$ cat src/dnle_pkg.sv
// ----------------------------------------------------------------------------
// DNS name label encoder package
// Shared constants, payload types, the command passed from the front to the
// back, and the state type of the back sequencer.
// ----------------------------------------------------------------------------
package dnle_pkg;

	localparam int MAX_LABEL = 62;
	localparam int CNT_W     = $clog2(MAX_LABEL + 1);
	localparam int BANKS     = 2;
	localparam int BANK_W    = $clog2(BANKS);
	localparam int ADDR_W    = BANK_W + CNT_W;
	localparam int RAM_DEPTH = 1 << ADDR_W;
	localparam int CMDQ_DEPTH = 2;
	localparam int CMDQ_PTR_W = $clog2(CMDQ_DEPTH);
	localparam int CMDQ_CNT_W = $clog2(CMDQ_DEPTH + 1);

	localparam logic [7:0] CHAR_DOT  = 8'd46;
	localparam logic [7:0] CHAR_NUL  = 8'd0;

	typedef struct packed {
		logic [7:0] in_char;
		logic       end_of_name;
	} in_item_t;

	typedef struct packed {
		logic [7:0] out_byte;
		logic       out_last;
		logic       label_too_long;
	} out_item_t;

	typedef struct packed {
		logic [CNT_W-1:0]  len;
		logic              ovf;
		logic              last;
		logic [BANK_W-1:0] bank;
	} cmd_t;

	typedef struct packed {
		logic              en;
		logic [ADDR_W-1:0] addr;
		logic [7:0]        data;
	} ram_wr_t;

	typedef struct packed {
		logic              valid;
		logic [BANK_W-1:0] bank;
	} release_t;

	typedef enum logic [2:0] {
		S_IDLE,
		S_LEN,
		S_RD,
		S_WR,
		S_TERM
	} back_state_t;

endpackage

$ cat src/dnle_ram.sv
// ----------------------------------------------------------------------------
// Label buffer RAM
// Two banks of label characters, one write port and one registered read port.
// ----------------------------------------------------------------------------
module dnle_ram
	import dnle_pkg::*;
(
	input  logic              clk,
	input  ram_wr_t           wr,
	input  logic              rd_en,
	input  logic [ADDR_W-1:0] rd_addr,
	output logic [7:0]        rd_data
);

	logic [7:0] mem [RAM_DEPTH];

	always_ff @(posedge clk) begin
		if (wr.en) begin
			mem[wr.addr] <= wr.data;
		end
	end

	always_ff @(posedge clk) begin
		if (rd_en) begin
			rd_data <= mem[rd_addr];
		end
	end

endmodule

$ cat src/dnle_cmdq.sv
// ----------------------------------------------------------------------------
// Command queue
// Short queue of flush commands between the front and the back.
// ----------------------------------------------------------------------------
module dnle_cmdq
	import dnle_pkg::*;
(
	input  logic clk,
	input  logic arst_n,
	input  logic push,
	input  cmd_t push_cmd,
	output logic q_full,
	input  logic pop,
	output logic q_empty,
	output cmd_t head
);

	cmd_t                  slot_q [CMDQ_DEPTH];
	logic [CMDQ_PTR_W-1:0] wptr_q;
	logic [CMDQ_PTR_W-1:0] rptr_q;
	logic [CMDQ_CNT_W-1:0] cnt_q;
	logic                  do_push;
	logic                  do_pop;

	assign q_full  = (cnt_q == CMDQ_CNT_W'(CMDQ_DEPTH));
	assign q_empty = (cnt_q == '0);
	assign do_push = push && !q_full;
	assign do_pop  = pop && !q_empty;
	assign head    = slot_q[rptr_q];

	always_ff @(posedge clk) begin
		if (do_push) begin
			slot_q[wptr_q] <= push_cmd;
		end
	end

	always_ff @(posedge clk or negedge arst_n) begin
		if (!arst_n) begin
			wptr_q <= '0;
			rptr_q <= '0;
			cnt_q  <= '0;
		end else begin
			if (do_push) begin
				wptr_q <= wptr_q + 1'b1;
			end
			if (do_pop) begin
				rptr_q <= rptr_q + 1'b1;
			end
			cnt_q <= cnt_q + CMDQ_CNT_W'(do_push) - CMDQ_CNT_W'(do_pop);
		end
	end

endmodule

$ cat src/dnle_front.sv
// ----------------------------------------------------------------------------
// Front: character intake
// Classifies each character, writes label characters into the current bank
// and queues a flush command when a label or the name ends.
// ----------------------------------------------------------------------------
module dnle_front
	import dnle_pkg::*;
(
	input  logic     clk,
	input  logic     arst_n,
	input  logic     push,
	output logic     full,
	input  in_item_t in_data,
	output ram_wr_t  wr,
	output logic     cmd_push,
	output cmd_t     cmd,
	input  logic     cmdq_full,
	input  release_t rel
);

	logic [BANKS-1:0]  busy_q;
	logic [BANK_W-1:0] bank_q;
	logic [CNT_W-1:0]  count_q;
	logic              ovf_q;
	logic              accept;
	logic              sep;
	logic              room;
	logic              flush;
	logic [CNT_W-1:0]  count_nx;
	logic              ovf_nx;

	assign full     = cmdq_full || busy_q[bank_q];
	assign accept   = push && !full;
	assign sep      = (in_data.in_char == CHAR_DOT) || (in_data.in_char == CHAR_NUL);
	assign room     = (count_q < CNT_W'(MAX_LABEL));
	assign flush    = sep || in_data.end_of_name;
	assign count_nx = count_q + CNT_W'(!sep && room);
	assign ovf_nx   = ovf_q || (!sep && !room);

	assign wr.en   = accept && !sep && room;
	assign wr.addr = {bank_q, count_q};
	assign wr.data = in_data.in_char;

	assign cmd_push = accept && flush && ((count_nx != '0) || in_data.end_of_name);
	assign cmd.len  = count_nx;
	assign cmd.ovf  = ovf_nx;
	assign cmd.last = in_data.end_of_name;
	assign cmd.bank = bank_q;

	always_ff @(posedge clk or negedge arst_n) begin
		if (!arst_n) begin
			busy_q  <= '0;
			bank_q  <= '0;
			count_q <= '0;
			ovf_q   <= 1'b0;
		end else begin
			if (rel.valid) begin
				busy_q[rel.bank] <= 1'b0;
			end
			if (accept) begin
				if (flush) begin
					count_q <= '0;
					ovf_q   <= 1'b0;
					if (count_nx != '0) begin
						busy_q[bank_q] <= 1'b1;
						bank_q         <= bank_q + 1'b1;
					end
				end else begin
					count_q <= count_nx;
					ovf_q   <= ovf_nx;
				end
			end
		end
	end

	a_wr_in_range: assert property (@(posedge clk) disable iff (!arst_n)
		wr.en |-> (count_q < CNT_W'(MAX_LABEL)))
		else $error("label write beyond buffer");

	a_no_write_busy: assert property (@(posedge clk) disable iff (!arst_n)
		wr.en |-> !busy_q[bank_q])
		else $error("write into a bank still being read");

endmodule

$ cat src/dnle_back.sv
// ----------------------------------------------------------------------------
// Back: byte emitter
// Takes flush commands and sends the length byte, the label characters from
// the buffer and the closing zero through a one-entry output register.
// ----------------------------------------------------------------------------
module dnle_back
	import dnle_pkg::*;
(
	input  logic              clk,
	input  logic              arst_n,
	input  logic              cmd_empty,
	input  cmd_t              cmd_head,
	output logic              cmd_pop,
	output logic              rd_en,
	output logic [ADDR_W-1:0] rd_addr,
	input  logic [7:0]        rd_data,
	output release_t          rel,
	output logic              empty,
	input  logic              pop,
	output out_item_t         out_data
);

	back_state_t      state_q;
	back_state_t      state_nx;
	cmd_t             cmd_q;
	logic [CNT_W-1:0] idx_q;
	out_item_t        out_q;
	logic             out_valid_q;
	logic             out_free;
	logic             load;
	out_item_t        load_val;
	logic             last_char;

	assign out_free  = !out_valid_q || pop;
	assign last_char = (idx_q == cmd_q.len - 1'b1);
	assign empty     = !out_valid_q;
	assign out_data  = out_q;
	assign rd_addr   = {cmd_q.bank, idx_q};

	always_comb begin
		state_nx = state_q;
		unique case (state_q)
			S_IDLE: begin
				if (!cmd_empty) begin
					if (cmd_head.len != '0) begin
						state_nx = S_LEN;
					end else begin
						state_nx = S_TERM;
					end
				end
			end
			S_LEN: begin
				if (out_free) begin
					state_nx = S_RD;
				end
			end
			S_RD: begin
				state_nx = S_WR;
			end
			S_WR: begin
				if (out_free) begin
					if (!last_char) begin
						state_nx = S_RD;
					end else if (cmd_q.last) begin
						state_nx = S_TERM;
					end else begin
						state_nx = S_IDLE;
					end
				end
			end
			S_TERM: begin
				if (out_free) begin
					state_nx = S_IDLE;
				end
			end
			default: state_nx = S_IDLE;
		endcase
	end

	always_comb begin
		cmd_pop   = 1'b0;
		rd_en     = 1'b0;
		load      = 1'b0;
		load_val  = '0;
		rel.valid = 1'b0;
		rel.bank  = cmd_q.bank;
		unique case (state_q)
			S_IDLE: begin
				cmd_pop = !cmd_empty;
			end
			S_LEN: begin
				load                    = out_free;
				load_val.out_byte       = 8'(cmd_q.len);
				load_val.label_too_long = cmd_q.ovf;
			end
			S_RD: begin
				rd_en = 1'b1;
			end
			S_WR: begin
				load              = out_free;
				load_val.out_byte = rd_data;
				rel.valid         = out_free && last_char;
			end
			S_TERM: begin
				load              = out_free;
				load_val.out_last = 1'b1;
			end
			default: begin
				cmd_pop = 1'b0;
			end
		endcase
	end

	always_ff @(posedge clk) begin
		if (cmd_pop) begin
			cmd_q <= cmd_head;
		end
		if (load) begin
			out_q <= load_val;
		end
	end

	always_ff @(posedge clk or negedge arst_n) begin
		if (!arst_n) begin
			state_q     <= S_IDLE;
			idx_q       <= '0;
			out_valid_q <= 1'b0;
		end else begin
			state_q <= state_nx;
			if (state_q == S_LEN) begin
				idx_q <= '0;
			end else if (state_q == S_WR && out_free) begin
				idx_q <= idx_q + 1'b1;
			end
			if (load) begin
				out_valid_q <= 1'b1;
			end else if (pop) begin
				out_valid_q <= 1'b0;
			end
		end
	end

	a_len_nonzero: assert property (@(posedge clk) disable iff (!arst_n)
		(state_q == S_LEN) |-> (cmd_q.len != '0))
		else $error("length byte for an empty label");

	a_release_on_write: assert property (@(posedge clk) disable iff (!arst_n)
		rel.valid |-> (state_q == S_WR) && (idx_q < cmd_q.len))
		else $error("bank released outside the character phase");

	a_term_clean: assert property (@(posedge clk) disable iff (!arst_n)
		(out_valid_q && out_q.out_last) |-> (out_q.out_byte == 8'd0) && !out_q.label_too_long)
		else $error("closing byte carries payload");

endmodule

$ cat src/dns_name_label_encoder.sv
// ----------------------------------------------------------------------------
// DNS name label encoder
// Turns a dotted host name, one character per transaction, into DNS wire
// format labels closed by a zero byte.
//
// Input channel: push with in_data, held off by full. A transaction is taken
// at a rising edge with push high and full low. Output channel: the oldest
// byte is on out_data while empty is low and is taken with pop.
// The front stores label characters in one of two buffer banks and queues a
// flush command at a dot, a zero character or the end of the name. The back
// reads the bank and emits the length byte after it picks up the command, then
// each character after its registered buffer read, then the closing zero after
// the last character of the name, or the closing zero alone when the name ends
// on an empty label.
// Input characters are taken one per cycle until both banks hold labels not
// yet sent or the two-entry command queue is full; the sustained rate is set
// by the back, which reads each character from the buffer before sending it.
// When pop stays low the output register holds its byte, the back waits and
// the front keeps filling until it runs out of banks or queue room.
// Reset clears all control state; the buffer needs no clearing.
// ----------------------------------------------------------------------------
module dns_name_label_encoder
	import dnle_pkg::*;
(
	input  logic      clk,
	input  logic      arst_n,
	input  logic      push,
	output logic      full,
	input  in_item_t  in_data,
	output logic      empty,
	input  logic      pop,
	output out_item_t out_data
);

	ram_wr_t           wr;
	logic              cmd_push;
	cmd_t              cmd_in;
	logic              cmdq_full;
	logic              cmdq_empty;
	logic              cmd_pop;
	cmd_t              cmd_head;
	release_t          rel;
	logic              rd_en;
	logic [ADDR_W-1:0] rd_addr;
	logic [7:0]        rd_data;

	dnle_front u_front (
		.clk       (clk),
		.arst_n    (arst_n),
		.push      (push),
		.full      (full),
		.in_data   (in_data),
		.wr        (wr),
		.cmd_push  (cmd_push),
		.cmd       (cmd_in),
		.cmdq_full (cmdq_full),
		.rel       (rel)
	);

	dnle_cmdq u_cmdq (
		.clk      (clk),
		.arst_n   (arst_n),
		.push     (cmd_push),
		.push_cmd (cmd_in),
		.q_full   (cmdq_full),
		.pop      (cmd_pop),
		.q_empty  (cmdq_empty),
		.head     (cmd_head)
	);

	dnle_ram u_ram (
		.clk     (clk),
		.wr      (wr),
		.rd_en   (rd_en),
		.rd_addr (rd_addr),
		.rd_data (rd_data)
	);

	dnle_back u_back (
		.clk       (clk),
		.arst_n    (arst_n),
		.cmd_empty (cmdq_empty),
		.cmd_head  (cmd_head),
		.cmd_pop   (cmd_pop),
		.rd_en     (rd_en),
		.rd_addr   (rd_addr),
		.rd_data   (rd_data),
		.rel       (rel),
		.empty     (empty),
		.pop       (pop),
		.out_data  (out_data)
	);

endmodule
$ cat config.mk
export PLATFORM = sky130hd
export DESIGN_NAME = dns_name_label_encoder
export DESIGN_NICKNAME = d
export VERILOG_FILES = /design/src/dnle_pkg.sv /design/src/dnle_ram.sv /design/src/dnle_cmdq.sv /design/src/dnle_front.sv /design/src/dnle_back.sv /design/src/dns_name_label_encoder.sv
export SDC_FILE = /design/constraint.sdc
export NUM_CORES = 1
export LEC_CHECK = 0
export ABC_AREA = 1
export BUFFER_PORTS_ARGS = -buffer_cell sky130_fd_sc_hd__clkbuf_2
export CAP_MARGIN = 20
export CORE_ASPECT_RATIO = 1.1
export CORE_MARGIN = 2
export CORE_UTILIZATION = 50
export DETAILED_ROUTE_END_ITERATION = 8
export GPL_ROUTABILITY_DRIVEN = 0
export PLACE_DENSITY = 0.65
export SKIP_LAST_GASP = 1
export SLEW_MARGIN = 20
export SYNTH_ARGS = -nofsm -noshare
export SYNTH_HDL_FRONTEND = slang
export SYNTH_HIERARCHICAL = 1
export SYNTH_SLANG_ARGS = --single-unit
$ cat constraint.sdc
create_clock -name clk -period 6 [get_ports clk]
set_input_delay 1.2 -clock clk [delete_from_list [all_inputs] [get_ports clk]]
set_output_delay 1.2 -clock clk [all_outputs]
set_load 0.02 [all_outputs]
==> results_dict.tcl <==
set metrics [dict create \
    syn-num-nets 3959 \
    power_density_nw_per_um2 427 \
    grt_antenna_before_repair 1 \
    worst_pin_slew_ns 1.10 \
    yosysSeqAreaShare_pct 72.1 \
    cap_viol_max_count 0 \
    synth.cell_area_sq_um 45400 \
    routed_wl_microns 112000 \
    slowest_delay_ns 0.50 \
    ys_types 35 \
    place_ws_ns 1.45 \
    grt_pass1_vias 28100 \
    cts_tree "yes" \
    drt_pass1_iterations 6 \
    path_cells "buf_4 -> nand3_1 -> nand2_1 -> nand3_1 -> inv_1 -> nor2_1 -> ha_1 -> ha_1 -> or2_2 -> nor2_2 -> nand2_1 -> nor2_1 -> nand2_1 -> nand2_1 -> o21ai_0 -> nand2_2 -> ha_1 -> inv_1 -> ha_1 -> inv_1 -> nand2_1 -> nand2_1" \
    avgSynthCellArea_sq_um 11.5 \
    portBuffers 24 \
    ir_drop_mv 0.382 \
    vias_per_cell 5.69 \
    utilization_pct 55.5 \
    required_ns 6.57 \
    cts_resized 0 \
    grt_util_all_layers_pct 23.9 \
    die_h_microns 320 \
    cp_common_cell "nand2_1" \
    die_area_sq_um 93200 \
    start_kind "input pin" \
    numCtsBuffers 105 \
    fin_tns_setup_ns 0 \
    fin_crit_ns 3.80 \
    ant_nets 0 \
    slew_violations 0 \
    syn_inst 3940 \
    overflow 0 \
    cp_max_fo 60 \
    rsz0062_at_grt "false" \
    dpl.hpwl_microns 63400 \
    clockRootBuffer "clkbuf_16" \
    clkSlewWorstSetupHoldPaths_ns 0.06 \
    area_growth_pct 9.71 \
    hold_viol 0 \
    power_leakage_nw 17.7 \
    hp-class "reg2reg" \
    coreArea_sq_um 89600 \
    vias 29200 \
    grt_start_max_net_pins 223 \
    cp-end-kind "flop" \
    cts_buffer_depth 3 \
    worstPathArrival_ns 4.37 \
    critPathKind "in2reg" \
    setup_viol 0 \
    die_w_microns 291 \
    cts_max_level 3 \
    start_util_pct 50.6 \
    n_fill_cell 7331 \
    ys_warn_count 6 \
    cts_hold_buf 0 \
    setup_ws_ns 2.20 \
    final_nets 3886 \
    fin_skew_ns 0.0242 \
    clock_sinks 1093 \
    hold_ws_ns 0.485 \
    rows 115 \
    routedWlPerCell_microns 21.8 \
    status "complete, no violations" \
    slew_headroom_pct 26.8 \
    grt_pass1_wl_microns 169000 \
    fmax_mhz 263 \
    postCtsSetupBuffers 0 \
    min_period_over_period_pct 63.4 \
    slowest_stage "buf_4" \
    drcViolationCount 0 \
    layout-drive-gt1-share_pct 6.98 \
    worstSkewPairLatency_ns 0.69 \
    boundaryPins 25 \
    synth-seq-cells 1093 \
    drtIter0Drc 3468 \
]
==> worst paths after layout <==
path	to	slack (ns)	depth (start not counted)	start
worst min register to register	u_cmdq/wptr_q	0.48	2	u_cmdq/wptr_q
min in group asynchronous	u_back/state_q[1]	0.55	1	arst_n
worst max register to register	u_ram/rd_data[7]	2.51	12	u_back/idx_q[0]
worst min-delay path	u_cmdq/wptr_q	0.48	2	u_cmdq/wptr_q
worst max-delay path	u_cmdq/cnt_q[1]	2.20	22	in_data[3]
max in group asynchronous	u_back/idx_q[1]	4.96	1	arst_n
==> area by class of cell <==
class	count	area, sq um	area share, %
flip-flops and latches	1093	32700	65.7
multi-input cells	2513	10900	21.9
clock buffers	115	2710	5.44
well taps	1170	1460	2.94
clock inverters	81	1100	2.22
repair buffers	67	538	1.08
inverters	87	353	0.709
diodes	2	5.00	0.0101
==> Yosys cell counts <==
library cell | count | area share, %
nand2_1 | 1336 | 11
edfxtp_1 | 1069 | 71
nand3_1 | 947 | 10
nor2_1 | 155 | 1.3
buf_2 | 122 | 1.3
inv_1 | 80 | 0.66
buf_4 | 55 | 0.91
clkbuf_1 | 34 | 0.28
dfrtp_1 | 24 | 1.3
buf_6 | 22 | 0.55
o21ai_0 | 18 | 0.20
nor3_1 | 15 | 0.17
buf_1 | 14 | 0.12
ha_1 | 6 | 0.17
nor2_2 | 6 | 0.083
inv_2 | 5 | 0.041
nand2_2 | 4 | 0.055
o22ai_1 | 4 | 0.055
a21oi_1 | 3 | 0.033
nand4_1 | 3 | 0.041
a21oi_2 | 2 | 0.039
xnor2_1 | 2 | 0.039
xor2_1 | 2 | 0.039
clkinv_1 | 1 | 0.0083
inv_8 | 1 | 0.025
nand2_4 | 1 | 0.025
nand3_2 | 1 | 0.022
nand3_4 | 1 | 0.039
nand4_4 | 1 | 0.047
nor2_4 | 1 | 0.025
nor2_8 | 1 | 0.044
nor3b_2 | 1 | 0.028
o21ai_1 | 1 | 0.011
o21ai_2 | 1 | 0.019
or2_2 | 1 | 0.014
==> cells by family after synthesis <==
group,Yosys count,share of synthesized area [%]
and+or+nand+nor,2474,23.4
DFF,1093,72.1
buffers and inverters,334,3.94
AOI/OAI and AO/OA,29,0.356
adders and majority gates,6,0.165
xor gates and xnor gates,4,0.0772
==> report_power, final <==
part / switching [mW] / total, mW / internal (mW)
sequential: 0.259 / 8.91 / 8.65
clock: 2.88 / 7.20 / 4.32
combinational: 3.81 / 5.16 / 1.34
==> cells in the final DEF (no fill, tap or decap), drive strengths merged, types with 24 or more instances in the layout <==
| master | netlist | layout |
|---|---|---|
| nand2 | 1341 | 1341 |
| edfxtp | 1069 | 1069 |
| nand3 | 949 | 949 |
| nor2 | 163 | 163 |
| clkbuf | 34 | 131 |
| inv | 86 | 93 |
| buf | 213 | 51 |
| clkinv | 1 | 37 |
| bufinv | 0 | 24 |
| dfrtp | 24 | 24 |
==> per-stage QoR <==
stage | std cells | power [mW] | instance area (sq um)
global placement | 4930 | 14.1 | 45900
finish | 5128 | 21.3 | 49800
global route | 5127 | 22.2 | 49800
detailed placement | 4930 | 14.2 | 45900
floorplan | 3940 | 12.7 | 45400
CTS | 5126 | 21.3 | 49800
==> worst max-delay path: cells and delay by family <==
family	cells	cell delay, ns
adder cells (fa/ha/maj)	4	0.93
AND/OR/NAND/NOR	13	1.39
buffers and inverters	4	0.71
AO/OA/AOI/OAI	1	0.13
==> state kept, by name, summed over array words and instances, names as in the netlist, 2 cells and up <==
signal and cells:
u_ram/mem 1024, u_back/state_q 3, u_front/busy_q 2, u_cmdq/slot_q 18, u_front/count_q 6, u_cmdq/cnt_q 2, u_back/out_data 10, u_ram/rd_data 8
u_back/cmd_q 8, u_back/idx_q 6
==> metal layers <==
layer | global-route usage [%] | vias to the layer above | wire [microns]
met2 | 38.3 | 1238 | 53200
met5 | 0.0519 | - | 0
met1 | 32.0 | 14100 | 45100
li1 | - | 13600 | -
met3 | 4.24 | 241 | 9010
met4 | 11.2 | 0 | 4770
(Power assumes the default switching activity.)
